$ cat config.mk
export PLATFORM = sky130hd
export DESIGN_NAME = ncon_lane
export DESIGN_NICKNAME = d
export VERILOG_FILES = /design/src/ncon_pkg.sv /design/src/ncon_lane.sv
export SDC_FILE = /design/constraint.sdc
export NUM_CORES = 1
export LEC_CHECK = 0
export BUFFER_PORTS_ARGS = -buffer_cell sky130_fd_sc_hd__buf_4
export CAP_MARGIN = 0
export CELL_PAD_IN_SITES_DETAIL_PLACEMENT = 1
export CELL_PAD_IN_SITES_GLOBAL_PLACEMENT = 1
export CORE_ASPECT_RATIO = 0.9
export CORE_MARGIN = 1.5
export CORE_UTILIZATION = 40
export DETAILED_ROUTE_END_ITERATION = 8
export PLACE_DENSITY = 0.78
export SLEW_MARGIN = 5
export SYNTH_ARGS = -nofsm -noshare
export SYNTH_HDL_FRONTEND = slang
export SYNTH_SLANG_ARGS = --single-unit
$ cat constraint.sdc
create_clock -name vclk -period 15.03
set_input_delay 3.006 -clock vclk [all_inputs]
set_output_delay 3.006 -clock vclk [all_outputs]
set_load 0.005 [all_outputs]
$ cat src/ncon_pkg.sv
// Shared types, constants and helpers of the 3x3 neighbor contrast filter.
package ncon_pkg;

    localparam int DEF_MAX_WIDTH  = 2048;
    localparam int DEF_MAX_HEIGHT = 4096;

    localparam logic [7:0]  NIBBLE_KEEP      = 8'hF0;
    localparam logic [11:0] FRAME_WIDTH_RST  = 12'd640;
    localparam logic [12:0] FRAME_HEIGHT_RST = 13'd480;

    localparam logic CMD_PIXEL = 1'b0;
    localparam logic CMD_FLUSH = 1'b1;

    // Register index as decoded from paddr[2]
    localparam logic REG_FRAME_WIDTH  = 1'b0;
    localparam logic REG_FRAME_HEIGHT = 1'b1;

    typedef logic [3:0] nib_t;
    typedef nib_t [2:0] pix_t;   // one nibble per channel, channel 0 in [0]
    typedef pix_t [2:0] col_t;   // row 0 top, row 2 newest line
    typedef col_t [2:0] win_t;   // column 2 newest
    typedef nib_t [8:0] nbr_t;   // 3x3 neighborhood of one channel, center at [4]

    typedef struct packed {
        logic       cmd;
        logic [7:0] chan0;
        logic [7:0] chan1;
        logic [7:0] chan2;
    } pix_item_t;

    typedef struct packed {
        logic [7:0]  energy0;
        logic [7:0]  energy1;
        logic [7:0]  energy2;
        logic [11:0] out_row;
        logic [10:0] out_col;
        logic        frame_last;
    } res_item_t;

    function automatic pix_t pack_pixel(pix_item_t it);
        logic [7:0] m0;
        logic [7:0] m1;
        logic [7:0] m2;
        pix_t       p;
        m0 = it.chan0 & NIBBLE_KEEP;
        m1 = it.chan1 & NIBBLE_KEEP;
        m2 = it.chan2 & NIBBLE_KEEP;
        p[0] = m0[7:4];
        p[1] = m1[7:4];
        p[2] = m2[7:4];
        if (it.cmd == CMD_FLUSH)
        begin
            p = '0;
        end
        return p;
    endfunction

endpackage

$ cat src/ncon_lane.sv
// One channel lane: largest absolute difference between the center and its neighbors.
module ncon_lane
    import ncon_pkg::*;
(
    input  nbr_t       nbr,
    output logic [7:0] energy
);

    always_comb
    begin
        nib_t best;
        nib_t d;
        best = '0;
        for (int k = 0; k < 9; k++)
        begin
            d = (nbr[k] > nbr[4]) ? (nbr[k] - nbr[4]) : (nbr[4] - nbr[k]);
            if (d > best)
            begin
                best = d;
            end
        end
        // nibbles came from the upper half of each sample
        energy = {best, 4'b0000};
    end

endmodule

After elaboration in Yosys (flattened, before gate mapping)
Cells that the tools add are included.
{"block": "totals", "reg_bits": 0, "latch_bits": 0, "ram_bits": 0, "rom_bits": 0, "in_bits": 36, "output_inout_bits": 8, "word_cells": 51, "n_memories": 0}
{"block": "classes", "n_addsub": 17, "n_mul": 0, "div_mod_pow": 0, "order_cmp": 17, "n_eq_ne": 0, "shift": 0, "n_mux": 17, "bitwise": 0, "n_reduce_logical": 0}
{"op": "$mux W4", "count": 17}
{"op": "$sub A4 B4 Y4", "count": 17}
{"op": "$gt A4 B4 Y1", "count": 16}
{"op": "$gt A4 B1 Y1 const B", "count": 1}

Depth between registers and ports, before layout
Gate-level depths: netlist (run 1).
{"block": "depth", "word_depth": 20, "depth_mapped": 60, "ltp_nobuf": 59}

Worst setup path before layout (run 1)
OpenSTA, ideal clock, no wires.
{"block": "synth_path", "path_kind": "input port to output port", "start": "input port nbr[16] in the netlist's numbering", "end": "output port energy[4]", "arrival_time_ns": 12.625, "t_required_ns": 12.024, "path_slack_ns": -0.601, "path_stages": 52, "n_path_buf": 1, "path_cell_list": "inv_1 ha_1 fa_1 and2b_1 o22ai_1 nor3b_1 inv_1 ha_1 a211oi_1 nand2_1 nand2_1 mux2i_1 xor2_1 nand2_1 a21oi_1 mux2i_1 a21o_1 mux2i_1 [16 not listed] ha_1 and3_1 a31oi_1 mux2i_1 inv_1 ha_1 a21oi_1 a31oi_1 a41oi_1 and3_1 buf_6 mux2i_1 ha_1 o21ai_0 nand2b_1 a21oi_1 a41o_1 mux2_1"}
{"block": "synth_between", "elab_chain_len": 20, "elab_cells_between_ends": 51, "classes_between": "add/sub (17); order compare (17); mux (17)"}
{"element": "start, declared", "line": "ncon_lane.sv:5", "source": "input nbr_t nbr,"}
{"element": "$sub A4 B4 Y4 / $gt A4 B4 Y1 (equally long branches)", "line": "ncon_lane.sv:16", "source": "d = (nbr[k] > nbr[4]) ? (nbr[k] - nbr[4]) : (nbr[4] - nbr[k]);"}
{"element": "$mux W4", "line": "ncon_lane.sv:16"}
{"element": "$gt A4 B1 Y1", "line": "ncon_lane.sv:17", "source": "if (d > best)"}
{"element": "$mux W4", "line": "ncon_lane.sv:17"}
{"element": "$gt A4 B4 Y1", "line": "ncon_lane.sv:17"}
{"element": "$mux W4", "line": "ncon_lane.sv:17"}
{"element": "$gt A4 B4 Y1", "line": "ncon_lane.sv:17"}
{"element": "$mux W4", "line": "ncon_lane.sv:17"}
{"element": "[4 not listed]"}
{"element": "$gt A4 B4 Y1", "line": "ncon_lane.sv:17"}
{"element": "$mux W4", "line": "ncon_lane.sv:17"}
{"element": "$gt A4 B4 Y1", "line": "ncon_lane.sv:17"}
{"element": "$mux W4", "line": "ncon_lane.sv:17"}
{"element": "$gt A4 B4 Y1", "line": "ncon_lane.sv:17"}
{"element": "$mux W4", "line": "ncon_lane.sv:17"}
{"element": "$gt A4 B4 Y1", "line": "ncon_lane.sv:17"}
{"element": "$mux W4 (*)", "line": "ncon_lane.sv:17"}
{"element": "end, declared", "line": "ncon_lane.sv:6", "source": "output logic [7:0] energy"}
Every way passes the cells marked *; elsewhere a longest branch is shown, timed or not.

Worst setup path in the final report (run 1)
{"block": "layout_path", "start": "input port nbr[17] in the netlist's numbering", "end": "output port energy[7]"}
Same word-level chain as after synthesis.

==> flow_summary.json, run 1 <==
{
  "worst-slew-pin-transition_ps": 864.8,
  "highest_clock_rate_mhz": 60.63,
  "final_common_cell": "sky130_fd_sc_hd__buf_4",
  "drt_drc_violations_left": 0,
  "netlist_instances": 432,
  "fillerInstances": 1008,
  "timing.final.crit_share": 1.097,
  "drt-initial-drc-count": 183,
  "detailedRoute.firstPassIterationCount": 4,
  "min-delay-path-class": "input pin to output pin",
  "antenna_violations_before_repair": 0,
  "crit_path_start_kind": "input pin",
  "layout_cell_share_with_drive_strength_beyond_1": 0.4334,
  "gp_routability_congestion": 0.9083,
  "area.sequential_um2": 0,
  "core-area_mm2": 0.008488,
  "post_detailed_placement_half_perimeter_wirelength_mm": 10.51,
  "detail_route.wl_per_cell_um": 24.06,
  "cp_data_arrival_time_ps": 13490,
  "number_of_synthesis_warnings": 0,
  "detail_route.vias_per_cell": 6.065,
  "timing.critical_path.required_ps": 12020,
  "postLayoutSetupSlackWorst_ps": -1463,
  "post_synth_num_cell_types": 72,
  "drt_wl_total_mm": 16.96,
  "layout.nets": 715,
  "cts_hold_buffers": 0,
  "timing.hold.worst.start": "nbr[32]",
  "failed_checks": "negative setup slack",
  "syn_area_per_cell_um2": 8.034,
  "finalHoldViolCount": 0,
  "gr-usage-all-layers": 0.3053,
  "area.growth.synth_to_final_pct": 53.03,
  "antenna_left": 0,
  "die_area_mm2": 0.009246,
  "detailroute.via_count": 4276,
  "placement_rows": 32,
  "via_count_of_the_first_global_routing_pass": 4393,
  "max_stage_delay_ps": 570,
  "synth_top_cell_area_share": 0.2704,
  "syn_area_mm2": 0.003471,
  "wire_length_of_the_first_global_routing_pass_mm": 22.26,
  "synthDominantAreaCellType": "sky130_fd_sc_hd__ha_1",
  "crit_path_max_fanout": 10,
  "ioPinCount": 44,
  "sequential_cell_total": 0,
  "setup_total_negative_slack_ps": -5668,
  "grt-ovfl-total": 0,
  "max_slew_margin": 0.4174,
  "finalSetupViolCount": 4,
  "antenna_cells_inserted": 0,
  "crit_path_end_kind": "output pin",
  "buffer_ports.inserted": 40,
  "most-common-layout-cells": "sky130_fd_sc_hd__buf_4 (148), sky130_fd_sc_hd__ha_1 (62), sky130_fd_sc_hd__inv_1 (57), sky130_fd_sc_hd__a21oi_1 (32), sky130_fd_sc_hd__a21o_1 (20)",
  "setup.worst_path.class": "input pin to output pin",
  "layout.clock_buffers": 0,
  "grt_max_degree": 11,
  "drv_slew": 0,
  "finalCriticalPeriod_ps": 16490,
  "synth_area_leaders": "sky130_fd_sc_hd__ha_1 (27%), sky130_fd_sc_hd__fa_1 (9.2%), sky130_fd_sc_hd__inv_1 (7.1%)",
  "die_span_x_um": 101.2,
  "unrepaired_setup_endpoints_after_global_routing": "true",
  "final_area_mm2": 0.005311,
  "maxCapViolCount": 0,
  "die_height_um": 91.37,
  "crit_start": "nbr[17]",
  "run_status": "complete, but fails checks",
  "place_area_mm2": 0.004616,
  "critical_path.slowest_cell": "sky130_fd_sc_hd__or4_1",
  "yosysSeqAreaShare": 0,
  "critical-path-top-cell-by-count": "sky130_fd_sc_hd__buf_4",
  "initial_utilization": 0.4089
}
worst paths after layout:
check | end | depth (start not counted)
setup / recovery | energy[7] | 54
hold / removal | energy[4] | 5
synth_stat cells, types with 2 or more instances:
cell type	count
sky130_fd_sc_hd__a31oi_1	6
sky130_fd_sc_hd__o2111ai_1	2
sky130_fd_sc_hd__fa_1	16
sky130_fd_sc_hd__o21ai_0	8
sky130_fd_sc_hd__o21ai_1	2
sky130_fd_sc_hd__inv_1	66
sky130_fd_sc_hd__nor3_1	9
sky130_fd_sc_hd__o221ai_1	2
sky130_fd_sc_hd__o211a_1	2
sky130_fd_sc_hd__nor2b_1	6
sky130_fd_sc_hd__and3_1	6
sky130_fd_sc_hd__a21o_1	20
sky130_fd_sc_hd__a41oi_1	5
sky130_fd_sc_hd__o21bai_1	4
sky130_fd_sc_hd__nand2b_1	4
sky130_fd_sc_hd__mux2i_1	21
sky130_fd_sc_hd__xor2_1	9
sky130_fd_sc_hd__mux2_1	2
sky130_fd_sc_hd__o211ai_1	3
sky130_fd_sc_hd__nor2_1	17
sky130_fd_sc_hd__o21a_1	5
sky130_fd_sc_hd__nor4b_1	2
sky130_fd_sc_hd__mux2_2	6
sky130_fd_sc_hd__or2_2	5
sky130_fd_sc_hd__and2_4	2
sky130_fd_sc_hd__buf_4	4
sky130_fd_sc_hd__nand4_1	5
sky130_fd_sc_hd__or3_1	2
sky130_fd_sc_hd__nand2_1	23
sky130_fd_sc_hd__a21oi_1	39
sky130_fd_sc_hd__ha_1	75
sky130_fd_sc_hd__xnor2_1	6
sky130_fd_sc_hd__a31o_1	2
sky130_fd_sc_hd__a211o_1	2
sky130_fd_sc_hd__nand3_1	2
sky130_fd_sc_hd__a211oi_1	6
worst max-delay path: cells and delay by family:
family	cells	cell delay, ps
compound gates	15	3130
simple gates	14	2490
fa+ha+maj	7	2000
buf+inv	13	1490
mux	5	1340
cells by family after synthesis:
family                     synth area share
AOI/OAI and AO/OA                    0.2661
buffers and inverters               0.08435
xor gates and xnor gates            0.04434
adders and majority gates            0.3627
muxes                               0.09300
other                              0.001080
and+or+nand+nor                      0.1485
routing by layer:
| layer | track usage | share of wire | vias up |
|---|---|---|---|
| li1 | - | - | 1869 |
| met4 | 0.09838 | 0.073 | 0 |
| met5 | 0 | 0 | - |
| met3 | 0.02232 | 0.044 | 99 |
| met2 | 0.5996 | 0.53 | 208 |
| met1 | 0.3391 | 0.36 | 2100 |
final cells by class:
cell class	instances	area, um2	share of cell area
inverter	66	260.3	0.04900
multi-input combinational	363	3665	0.6900
timing repair buffer	157	1237	0.2330
tap	119	148.9	0.02803
metrics by stage:
| step | worst slack [ps] | hold WS, ps | util | std cells |
|---|---|---|---|---|
| finish | -1463 | 6674 | 0.6257 | 705 |
| global route | -1866 | 6686 | 0.6257 | 705 |
| CTS | -841.6 | 6646 | 0.5817 | 691 |
| detailed placement | -1293 | 6649 | 0.5438 | 670 |
| global placement | -597.1 | 6625 | 0.5438 | 670 |
| floorplan | 18.51 | 6379 | - | 435 |
what timing repair did:
item	CTS	global route
setup buffers	21	14
endpoints found under the hold margin	0	0
pin swaps	33	29
setup endpoints to repair	4	4
gates resized for setup	43	49
Power of run 1 is not shown: default switching activity piles up to over one toggle a cycle in this logic, so the estimate is an artifact.
==> inputs of run 2 (changes only) <==
Settings changed: PLACE_DENSITY 0.78 to 0.75.
Clock period 15.03 ns to 19.95 ns, I/O delays scaled along.
==> run 2 against run 1 <==
Effect of this change: the run now ends clean; count of clock-buffer cells in the layout is the same; sequential share of layout area is the same; utilization shrank 16 points; critical path depth grew 2; global-route usage shrank 9.1 points; non-clock buffer count shrank 114; die area is the same; worst setup slack gained 2400 ps; final cell count shrank 16%; routed wire length shrank 43%; critical path type unchanged.
==> flow_summary.json, run 2 (synthesis results as in run 1) <==
{
  "grt-ovfl-total": 0,
  "timing.final.crit_share": 0.9523,
  "die_span_x_um": 101.2,
  "highest_clock_rate_mhz": 52.64,
  "cp.buffers_inverters": 6,
  "sequential_cell_total": 0,
  "core-area_mm2": 0.008488,
  "setup_total_negative_slack_ps": 0,
  "grt_max_degree": 23,
  "unrepaired_setup_endpoints_after_global_routing": "false",
  "detail_route.vias_per_cell": 5.547,
  "min-delay-path-class": "input pin to output pin",
  "detailedRoute.firstPassIterationCount": 4,
  "ioPinCount": 44,
  "final_area_mm2": 0.003956,
  "drt-initial-drc-count": 59,
  "layout.clock_buffers": 0,
  "die_area_mm2": 0.009246,
  "max_stage_delay_ps": 420,
  "cp_data_arrival_time_ps": 15010,
  "antenna_violations_before_repair": 0,
  "detailroute.via_count": 3278,
  "final_common_cell": "sky130_fd_sc_hd__ha_1",
  "drt_wl_total_mm": 9.648,
  "finalHoldViolCount": 0,
  "crit_path_end_kind": "output pin",
  "antenna_cells_inserted": 0,
  "instances_no_fill": 591,
  "crit_path_start_kind": "input pin",
  "most-common-layout-cells": "sky130_fd_sc_hd__ha_1 (75), sky130_fd_sc_hd__inv_1 (65), sky130_fd_sc_hd__buf_4 (42), sky130_fd_sc_hd__a21oi_1 (38), sky130_fd_sc_hd__nand2_1 (23)",
  "drt_drc_violations_left": 0,
  "hold_path_depth": 6,
  "crit_family": "compound AO/OA/AOI/OAI gates",
  "area.growth.synth_to_final_pct": 13.99,
  "cts_hold_buffers": 0,
  "hold-worst-slack_ps": 8592,
  "finalSetupViolCount": 0,
  "finalCriticalPeriod_ps": 19000,
  "timing.critical_path.required_ps": 15960,
  "antenna_left": 0,
  "timing.hold.worst.start": "nbr[35]",
  "area.sequential_um2": 0,
  "post_detailed_placement_half_perimeter_wirelength_mm": 8.437,
  "dp_cells": 590,
  "critical-path-top-cell-by-count": "sky130_fd_sc_hd__ha_1",
  "fillerInstances": 1090,
  "gr-usage-all-layers": 0.2141,
  "drv_slew": 0,
  "worst-slew-pin-transition_ps": 684.6,
  "crit_path_max_fanout": 9,
  "detail_route.wl_per_cell_um": 16.32,
  "placement_rows": 32,
  "via_count_of_the_first_global_routing_pass": 3456,
  "buffer_ports.inserted": 40,
  "place_area_mm2": 0.003901,
  "whs_endpoint": "energy[7]",
  "layout_cell_share_with_drive_strength_beyond_1": 0.1568,
  "critical_path.slowest_cell": "sky130_fd_sc_hd__fa_1",
  "gp_routability_congestion": 0.8321,
  "max_slew_margin": 0.5388,
  "initial_utilization": 0.4089,
  "die_height_um": 91.37,
  "maxCapViolCount": 0,
  "layout.nets": 601,
  "setup.worst_path.class": "input pin to output pin",
  "run_status": "finished, final reports clean",
  "wire_length_of_the_first_global_routing_pass_mm": 16.17
}
[run 2: changes by cell type in the layout (fill, tap and decap cells not counted), sizes merged]
cell and delta:
clkinvlp -1, inv +1, buf -114
[run 2: stage by stage]
step / worst slack (ps) / utilization
after global routing: 27.67 / 0.4661
after detailed placement: 142.3 / 0.4596
after CTS: 85.85 / 0.4596
final: 951.6 / 0.4661
after floorplan: 2351 / -
after global placement: 790.8 / 0.4596
[run 2: worst max path at each step]
stage	from	cells past startpoint	to
after global routing	nbr[17]	53	energy[4]
final	nbr[16]	56	energy[4]
after detailed placement	nbr[16]	56	energy[4]
after CTS	nbr[16]	54	energy[4]
after global placement	nbr[16]	54	energy[4]
after floorplan	nbr[16]	52	energy[4]
[run 2: tightest hold or removal path, delay by kind of cell]
family                     cells  cell delay, ps
and+or+nand+nor                1             100
buffers and inverters          2             210
adders and majority gates      1             160
xor gates and xnor gates       1             100
AOI/OAI and AO/OA              1              50
[run 2: timing repair]
| item | 4_1_cts | 5_1_grt |
|---|---|---|
| endpoints found under the setup margin | 0 | 4 |
| gates resized for setup | 0 | 14 |
| setup buffers | 0 | 1 |
[run 2: layout make-up]
type	count	area (um2)	share of cell area
Multi-Input combinational cell	363	3226	0.8153
Inverter	66	251.5	0.06357
Timing Repair Buffer	43	330.3	0.08349
Tap cell	119	148.9	0.03763
[run 2: per-layer routing]
metal,wire (um),vias up,GRT usage
met5,0,-,0
met2,4769,48,0.3949
met3,230,8,0.004619
li1,-,1642,-
met4,76,0,0.02083
met1,4571,1580,0.2854
Power of run 2 is left out for the same reason.
